===== config.mk =====
export PLATFORM = sky130hd
export DESIGN_NAME = otrt_cell
export DESIGN_NICKNAME = d
export VERILOG_FILES = /design/src/rtl/otrt_pkg.sv /design/src/rtl/otrt_cell.sv
export SDC_FILE = /design/constraint.sdc
export NUM_CORES = 1
export LEC_CHECK = 0
export BUFFER_PORTS_ARGS = -buffer_cell sky130_fd_sc_hd__buf_2
export CORE_UTILIZATION = 51
export DETAILED_ROUTE_END_ITERATION = 7
export PLACE_DENSITY = 0.88
export RECOVER_POWER = 50
export SLEW_MARGIN = 20
export SYNTH_ARGS = -nofsm -noshare
export SYNTH_HDL_FRONTEND = slang
export SYNTH_SLANG_ARGS = --single-unit

===== constraint.sdc =====
create_clock -name clock -period 5.2 [get_ports clock]
set_clock_uncertainty 0.05 [all_clocks]
set_input_delay 0.26 -clock clock [delete_from_list [all_inputs] [get_ports clock]]
set_output_delay 0.26 -clock clock [all_outputs]
set_load 0.02 [all_outputs]

===== src/rtl/otrt_pkg.sv =====
`default_nettype none

package otrt_pkg;

   // table geometry
   localparam int TABLE_DEPTH = 1024;
   localparam int IDX_W       = $clog2(TABLE_DEPTH);
   localparam int CNT_W       = $clog2(TABLE_DEPTH + 1);
   localparam int TREE_LEVELS = $clog2(TABLE_DEPTH);
   localparam int TREE_LEAVES = 1 << TREE_LEVELS;

   // field widths
   localparam int ENTRY_W    = 32;
   localparam int AMOUNT_W   = 20;
   localparam int ANSWER_W   = 31;
   localparam int STORED_W   = 11;
   localparam int DEPARTED_W = 24;
   localparam logic [DEPARTED_W-1:0] DEPARTED_MAX = {DEPARTED_W{1'b1}};

   // configuration port
   localparam int   CSR_ADDR_W    = 3;
   localparam int   CSR_DATA_W    = 32;
   localparam logic REG_MIN_VALUE = 1'b0;

   typedef enum logic [1:0] {
      OP_INSERT   = 2'd0,
      OP_ADD      = 2'd1,
      OP_SUBTRACT = 2'd2,
      OP_QUERY    = 2'd3
   } op_type;

   // what the cell row does in a given cycle
   typedef enum logic [1:0] {
      MODE_IDLE   = 2'd0,
      MODE_INSERT = 2'd1,
      MODE_PRUNE  = 2'd2,
      MODE_QUERY  = 2'd3
   } mode_type;

   typedef enum logic [2:0] {
      ST_IDLE  = 3'd0,
      ST_KEY   = 3'd1,
      ST_CELLS = 3'd2,
      ST_WAIT  = 3'd3,
      ST_DONE  = 3'd4
   } state_type;

   // broadcast to every cell
   typedef struct packed {
      mode_type                  mode;
      logic signed [ENTRY_W-1:0] key;
      logic [IDX_W-1:0]          rank;
      logic [CNT_W-1:0]          count;
   } cell_cmd_type;

endpackage

`default_nettype wire


===== src/rtl/otrt_cell.sv =====
`default_nettype none

module otrt_cell (
   input  wire logic                          clock,
   input  wire logic [otrt_pkg::IDX_W-1:0]    cell_idx,
   input  wire otrt_pkg::cell_cmd_type        cmd,
   input  wire logic [otrt_pkg::ENTRY_W-1:0]  prev_entry,
   input  wire logic                          prev_hold,
   input  wire logic                          next_hold,
   output logic [otrt_pkg::ENTRY_W-1:0]       entry,
   output logic                               hold,
   output logic [otrt_pkg::ENTRY_W-1:0]       leaf
);
   import otrt_pkg::*;

   logic [ENTRY_W-1:0] entry_ff, entry_in;
   logic [ENTRY_W-1:0] leaf_ff, leaf_in;
   logic               occupied;

   // slot holds a live entry when it lies below the count
   assign occupied = (IDX_W+1)'(cell_idx) < (IDX_W+1)'(cmd.count);
   assign hold     = occupied && ($signed(entry_ff) >= $signed(cmd.key));

   // insert: keep, take the new key, or take the neighbor's entry
   always_comb begin
      entry_in = entry_ff;
      if (cmd.mode == MODE_INSERT && !hold) begin
         entry_in = prev_hold ? $unsigned(cmd.key) : prev_entry;
      end
   end

   // tree leaf: new count boundary on prune, selected entry on query
   always_comb begin
      case (cmd.mode)
         MODE_PRUNE: begin
            leaf_in = (hold && !next_hold) ? ENTRY_W'(cell_idx) + ENTRY_W'(1) : '0;
         end
         MODE_QUERY: begin
            leaf_in = (cell_idx == cmd.rank) ? entry_ff : '0;
         end
         default: begin
            leaf_in = '0;
         end
      endcase
   end

   always_ff @(posedge clock) begin
      entry_ff <= entry_in;
      leaf_ff  <= leaf_in;
   end

   assign entry = entry_ff;
   assign leaf  = leaf_ff;

endmodule

`default_nettype wire


Yosys cells after proc, flatten, opt, wreduce, memory -nomap -nowiden
Index checks and enable logic that the tools add are counted.
{ "classes": {"n_addsub": 1, "n_lt_le_gt_ge": 2, "eq_ne": 4, "muxes": 4, "reduce_logical": 5} }
{ "ops": {"columns": ["op", "count"], "rows": [
  ["32-bit 2-to-1 mux", 2],
  ["32-bit case mux with 2 select lines", 1],
  ["32-bit greater-or-equal comparator", 1],
  ["10-bit by 1-bit adder with 11-bit output (second input constant)", 1],
  ["10-bit by 11-bit less-than comparator with 1-bit output", 1],
  ["11-bit 2-to-1 mux", 1],
  ["10-bit equality test", 1],
  ["2-bit equality test (second input constant)", 2],
  ["1-bit logical AND", 3],
  ["2-bit by 1-bit equality test with 1-bit output (second input constant)", 1],
  ["1-bit logical NOT", 2]
]} }
{ "totals": {"ff_bits": 64, "word_cells": 18} }

Depth between registers and ports, before layout
Gate-level depths: netlist of the first run.
{ "depth": {"ltp_word": 5, "mapped_depth": 10, "ltp_nobuf": 9} }

Worst setup path before layout of the first run
No wires, ideal clock.
{ "synth_path": {"kind": "register -> register", "from": "reg entry_ff[31] (netlist: entry[31])", "to": "reg entry_ff[0] (netlist: entry[0]), enable pin", "arrival_ns": 2.665, "required_ns": 4.776, "path_slack_ns": 2.111, "path_stages_with_launch": 9, "n_path_buf": 0, "period_less_slack_ns": 3.089, "path_cell_list": "edfxtp_1 > ha_1 > nand4_1 > nor3_1 > a221o_1 > or3_1 > o21a_1 > o21bai_1 > and3b_2"} }
{ "synth_between": {"elab_chain_len": 4} }
{ "synth_lines": {"columns": ["item", "line", "text"], "rows": [
  ["from (decl)", "otrt_cell.sv:16", "logic [ENTRY_W-1:0] entry_ff, entry_in;"],
  ["from (signal assigned)", "otrt_cell.sv:48", "entry_ff <= entry_in;"],
  ["32-bit greater-or-equal comparator", "otrt_cell.sv:22", "assign hold = occupied && ($signed(entry_ff) >= $signed(cmd.key));"],
  ["1-bit logical AND", "otrt_cell.sv:22", null],
  ["1-bit logical NOT", "otrt_cell.sv:27", "if (cmd.mode == MODE_INSERT && !hold) begin"],
  ["1-bit logical AND", "otrt_cell.sv:27", null]
]} }
No other way between the ends.
A chain may end at the register's enable or synchronous reset.

Worst setup path after layout of the first run
{ "layout_path": {"from": "reg entry_ff[31] (netlist: entry[31])", "to": "reg entry_ff[5] (netlist: entry[5]), enable pin"} }
Same word-level chain as after synthesis.

==> results of run 1 <==
## registers in the layout, summed over array words and instances, names as in the netlist
| signal | count |
|---|---|
| leaf | 32 |
| entry | 32 |
## cell type report
| class | count | area share (%) |
|---|---|---|
| Timing Repair Buffer | 166 | 16.5 |
| Clock buffer | 11 | 3.46 |
| Tap cell | 96 | 2.55 |
| Multi-Input combinational cell | 225 | 39.3 |
| Inverter | 43 | 3.43 |
| Sequential cell | 64 | 34.0 |
| Clock inverter | 5 | 0.771 |
## layout by cell type, fill, tap and decap left out, types with 2 or more instances in the layout
cell      Yosys  final
a211oi_1      2      2
a21o_1        3      3
a21oi_1      16     16
and2_1       21     21
and3_1        3      3
buf_2         1    115
buf_4         0      2
clkbuf_1      5     49
clkbuf_8      0     10
dfxtp_1      32     32
edfxtp_1     32     32
ha_1         42     42
inv_1        43     43
mux2_1        0      4
mux2_2       32     28
nand2_1      26     26
nand2b_1      4      4
nand3_1      11     11
nand4_1      10     10
nor2_1        2      2
nor3_1        2      2
o211ai_1      2      2
o21ai_0       5      5
o21ai_1       2      2
o21ai_2       7      7
or4_1         2      2
xnor2_1      12     12
xor2_1        6      6
## kinds of logic after synthesis
family	synth area share, %
compound gates	8.82
xor+xnor	4.32
fa+ha+maj	14.4
buf+inv	5.70
flops	43.9
mux	9.88
simple gates	12.9
## layer usage
| layer | global-route usage (%) | share of wire [%] | vias up |
|---|---|---|---|
| li1 | - | - | 1536 |
| met1 | 29.3 | 41 | 1488 |
| met4 | 7.73 | 1.3 | 0 |
| met3 | 6.10 | 5.9 | 17 |
| met5 | 0 | 0 | - |
| met2 | 45.2 | 52 | 137 |
## report_power, final
part,internal (mW),switching (mW),leakage [nW]
logic,0.0982,0.124,1.51
clock network,0.217,0.207,0.101
registers,0.551,0.0117,0.554
total,0.866,0.343,2.16
## worst paths after layout
check                startpoint       end  slack [ps]
setup reg to reg      entry[31]  entry[5]        1740
hold / removal    prev_entry[9]  entry[9]         160
setup / recovery      entry[31]  entry[5]        1740
hold reg to reg       entry[27]  leaf[27]         460
## critical path, delay by kind of cell, from the launching register on
family	cells	cell delay (ps)
fa+ha+maj	1	370
compound gates	3	650
flops	1	420
buf+inv	1	230
simple gates	4	1360
## through the flow
stage | instance area (sq um) | setup WS, ps
2_1_floorplan | 3650 | 2110
3_3_place_gp | 4560 | 1870
3_5_place_dp | 4560 | 1740
4_1_cts | 4760 | 1750
5_1_grt | 4710 | 1580
6_report | 4710 | 1740
==> results.ini, run 1 <==
[status]
status=finished, violations left
violations=max-capacitance violations, max-slew violations

[grt]
grt_pass1_wl_um=14200
grtUsageTotal_pct=25.0
grt_pass1_vias=3094
gr-total-overflow=0
grt_max_degree=33
antenna_found_initial=0

[worst_setup_path]
cp_data_required_time_ps=5120
ff2ff_path_depth=9
crit_arrival_ps=3380
worstSetupStartpointType=flip-flop
cp_slowest_cell=and3b_2
critical_path_class=flip-flop to flip-flop
path_cells=ha_1 -> nand4_1 -> nor3_1 -> a221o_1 -> or3_1 -> o21a_1 -> o21bai_1 -> buf_4 -> and3b_2
max_stage_delay_ps=740
cp-end-kind=flip-flop
critPathMaxFanout=32

[clocking]
insertion_delay_ps=340
postCtsSetupBuffers=0
cts_buffers=9
htree_levels=3
cts.sinks=64
clk_path_buf_depth=2
cts.clk_slew.worst_paths_ps=80
ctsHoldBuffers=0
root_buffer=clkbuf_8
cts_tree=yes
cts.repair.resized=0

[placed_design]
dp_hpwl_um=7290
portBuffers=164
dp.cells=594
gp_congestion=0.823

[logic_synthesis]
yosysSeqAreaShare_pct=43.9
syn_avg_cell_area_sq_um=10.7
yosys_most_used_dff=edfxtp_1
yosysTopAreaCellShare_pct=26.4
netlist_instances=342
synth-seq-cells=64
synthTopCellsByArea=edfxtp_1 26%, dfxtp_1 18%, ha_1 14%
synth_async_sr_flop_share_pct=0
yosysUniqueCellTypes=42
synth_area_sq_mm=0.00365
synth_top_cells_by_count=43 x inv_1, 42 x ha_1, 32 x dfxtp_1, 32 x edfxtp_1, 32 x mux2_2
syn_nets=484
synth.most_common_cell=inv_1
yosys.area.top_type=edfxtp_1
synth_edf_count=32
yosysWarnings=0

[die]
die_h_um=86.6
initial_core_util_pct=53.4
rows=30
io_pins=165
design.die.area_sq_mm=0.00749
die_w_um=86.6
core_region_area_sq_mm=0.00683

[drt]
drc=0
dr.first_iter.drc_count=111
viasPerCell=5.21
ant_nets=0
vias=3178
drt-pass1-iter-count=4
post_drt_wl_per_cell_um=15.2
postRouteWirelength_um=9290

[timing]
slew_headroom_pct=-20.2
post-route-period-util_pct=66.5
tightest_slew_ps=1800
hold_viol_final=0
drv_slew=33
setup_viol=0
fmax_mhz=289
rsz0062_at_grt=no
hold_slack_ps=163
fin_tns_setup_ps=0
period_needed_ps=3460

[finish]
multiInputGateArea_sq_mm=0.00185
finalNetCount=651
drive_gt1_share_pct=33.7
fillers=568
final_core_util_pct=68.9
ff_latch_area_sq_mm=0.00160
antenna_cells=0
synthToLayoutAreaGrowth_pct=29.1
instances_no_fill=610

[power]
power_mw=1.21
power_density_mw_per_mm2=257
peakVddDrop_v=0.000147
leakage_nw=2.16

[job]
max-cap-violations=1

[worst_hold_path]
hold_path.class=input port to flip-flop
hold_depth=2

Note: power is estimated with default switching activity, not from simulation.
==> inputs of run 2 (changes only) <==
CORE_UTILIZATION = 48   (was 51)
PLACE_DENSITY = 0.83   (was 0.88)
clock period = 3.25 ns   (was 5.2 ns; I/O delays follow)
==> run 2 against run 1 <==
Cell count is 0.98% higher. Highest routed layer unchanged. The flow still finishes with violations (max-capacitance violations, max-slew violations). Clock power is 62% higher. First-iteration DRC count is 50% lower. Core utilization is 4.0 points lower. Via count is 2.5% lower. Global-route usage is 1.5 points lower. Non-clock buffer count is 3 higher. Sequential power is 60% higher. Register-to-register slack worse by 1400 ps. Hold slack worse by 83 ps.
==> results.ini, run 2 (synthesis gave the netlist of run 1 again) <==
[placed_design]
place_area_sq_mm=0.00459  ; +0.58%
portBuffers=164  ; unchanged
dp_hpwl_um=7320  ; +0.44%
gp_congestion=0.842  ; +2.3%

[timing]
post-route-period-util_pct=93.4
setup_viol=0  ; unchanged
rsz0062_at_grt=no
hold_viol_final=0  ; unchanged
period_needed_ps=3030
drv_slew=33  ; unchanged
tightest_slew_ps=1790  ; -17.8 ps
fin_tns_setup_ps=0  ; unchanged
fmax_mhz=329
slew_headroom_pct=-19.0  ; +1.2 points

[worst_setup_path]
critPathMaxFanout=11  ; -66%
cp-end-kind=primary output
startpoint=entry[31]
cp-endpoint=hold
r2r_start=entry[31]
worstSetupStartpointType=flip-flop
rrSetupSlack_ps=290  ; -1450 ps
critical_path_class=flip-flop to primary output
cp_data_required_time_ps=3040  ; -2080 ps
ff2ff_path_depth=9  ; unchanged
crit_arrival_ps=2820  ; -560 ps
reg2reg_to=entry[20]

[grt]
grt_max_degree=33  ; unchanged
gr-total-overflow=0  ; unchanged
grt_pass1_wl_um=14000  ; -1.6%
grtUsageTotal_pct=23.6  ; -1.5 points
grt_pass1_vias=3021  ; -2.4%
antenna_found_initial=0  ; unchanged

[clocking]
htree_levels=3  ; unchanged
insertion_delay_ps=330  ; about the same
cts.sinks=64  ; unchanged
cts_tree=yes
root_buffer=clkbuf_8
cts_buffers=9  ; unchanged
clk_path_buf_depth=2  ; unchanged
cts.clk_slew.worst_paths_ps=70  ; about the same

[worst_hold_path]
hold_path.class=input port to flip-flop
hold_depth=2  ; unchanged

[die]
die_w_um=89.2  ; +3.0%
io_pins=165  ; unchanged
rows=31  ; +3.3%
initial_core_util_pct=50.0  ; -3.4 points
core_region_area_sq_mm=0.00729  ; +6.7%
die_h_um=89.2  ; +3.0%
design.die.area_sq_mm=0.00795  ; +6.1%

[drt]
post_drt_wl_per_cell_um=14.7  ; -3.5%
drt-pass1-iter-count=4  ; unchanged
postRouteWirelength_um=9050  ; -2.6%
dr.first_iter.drc_count=55  ; -50%
ant_nets=0  ; unchanged
drc=0  ; unchanged
viasPerCell=5.03  ; -3.4%
vias=3099  ; -2.5%

[job]
max-cap-violations=1  ; unchanged

[status]
status=finished, violations left
violations=max-capacitance violations, max-slew violations

[finish]
drive_gt1_share_pct=34.2  ; +0.58 points
finalNetCount=654  ; +0.46%
synthToLayoutAreaGrowth_pct=29.8
fillers=633  ; +11%
layout.cells.most_common=buf_2
layout_common_cells=115 x buf_2, 50 x clkbuf_1, 43 x inv_1, 42 x ha_1
design_area_sq_mm=0.00473  ; +0.56%
antenna_cells=0  ; unchanged

[power]
peakVddDrop_v=0.000257  ; +75%
leakage_nw=2.18  ; +0.87%
power_density_mw_per_mm2=411  ; +60%

==> run 2: layer usage <==
| metal | wire length [um] | vias to the layer above | GRT usage [%] |
|---|---|---|---|
| li1 | - | 1544 | - |
| met1 | 3850 | 1424 | 27.6 |
| met2 | 4450 | 116 | 41.3 |
| met3 | 563 | 15 | 5.26 |
| met4 | 182 | 0 | 10.5 |
| met5 | 0 | - | 0 |
==> run 2: worst min-delay path by stage <==
stage                         from         to  slack (ps)
floorplan              cell_idx[8]   leaf[10]         280
global placement    prev_entry[27]  entry[27]         410
detailed placement  prev_entry[27]  entry[27]         420
CTS                 prev_entry[13]  entry[13]          70
global route        prev_entry[19]  entry[19]          70
finish               prev_entry[9]   entry[9]          80
==> run 2: cell type report <==
class                           instances  area, sq um  area share (%)
Multi-Input combinational cell        225         1850            39.1
Clock inverter                          5         55.1            1.16
Clock buffer                           11          141            2.99
Tap cell                               99          124            2.62
Sequential cell                        64         1600            33.8
Timing Repair Buffer                  169          801            16.9
Inverter                               43          161            3.41
==> run 2: per-stage QoR <==
stage | hold WS, ps | cells | worst slack (ps) | power, mW | utilization, %
finish | 80.3 | 616 | 215 | 1.95 | 64.9
global route | 65.3 | 616 | 28.2 | 2.04 | 64.9
CTS | 67.3 | 616 | 149 | 1.96 | 65.6
detailed placement | 421 | 600 | 275 | 1.28 | 63.0
global placement | 415 | 600 | 444 | 1.26 | 63.0
floorplan | 276 | 342 | 161 | 1.13 | -
==> run 2: worst max-delay path, cell delays in order (launching register included) <==
cell      delay [ps]
edfxtp_1         430
ha_1             360
nand4_1          180
nor3_1            90
a221o_1          310
or3_1            350
o21a_1           210
o21bai_2         170
buf_6            190
inv_1             50
buf_2            150
==> run 2: timing repair <==
item | 4_1_cts | 5_1_grt
buffers inserted | 0 | 0
endpoints found under the setup margin | 0 | 1
hold buffers | 0 | 0
resized for setup | 0 | 2
==> run 2: report_power, final <==
part           switching (mW)  total, mW  internal [mW]
clock network           0.310      0.685          0.375
logic                   0.199      0.362          0.162
registers              0.0189      0.901          0.882
total                   0.529       1.95           1.42
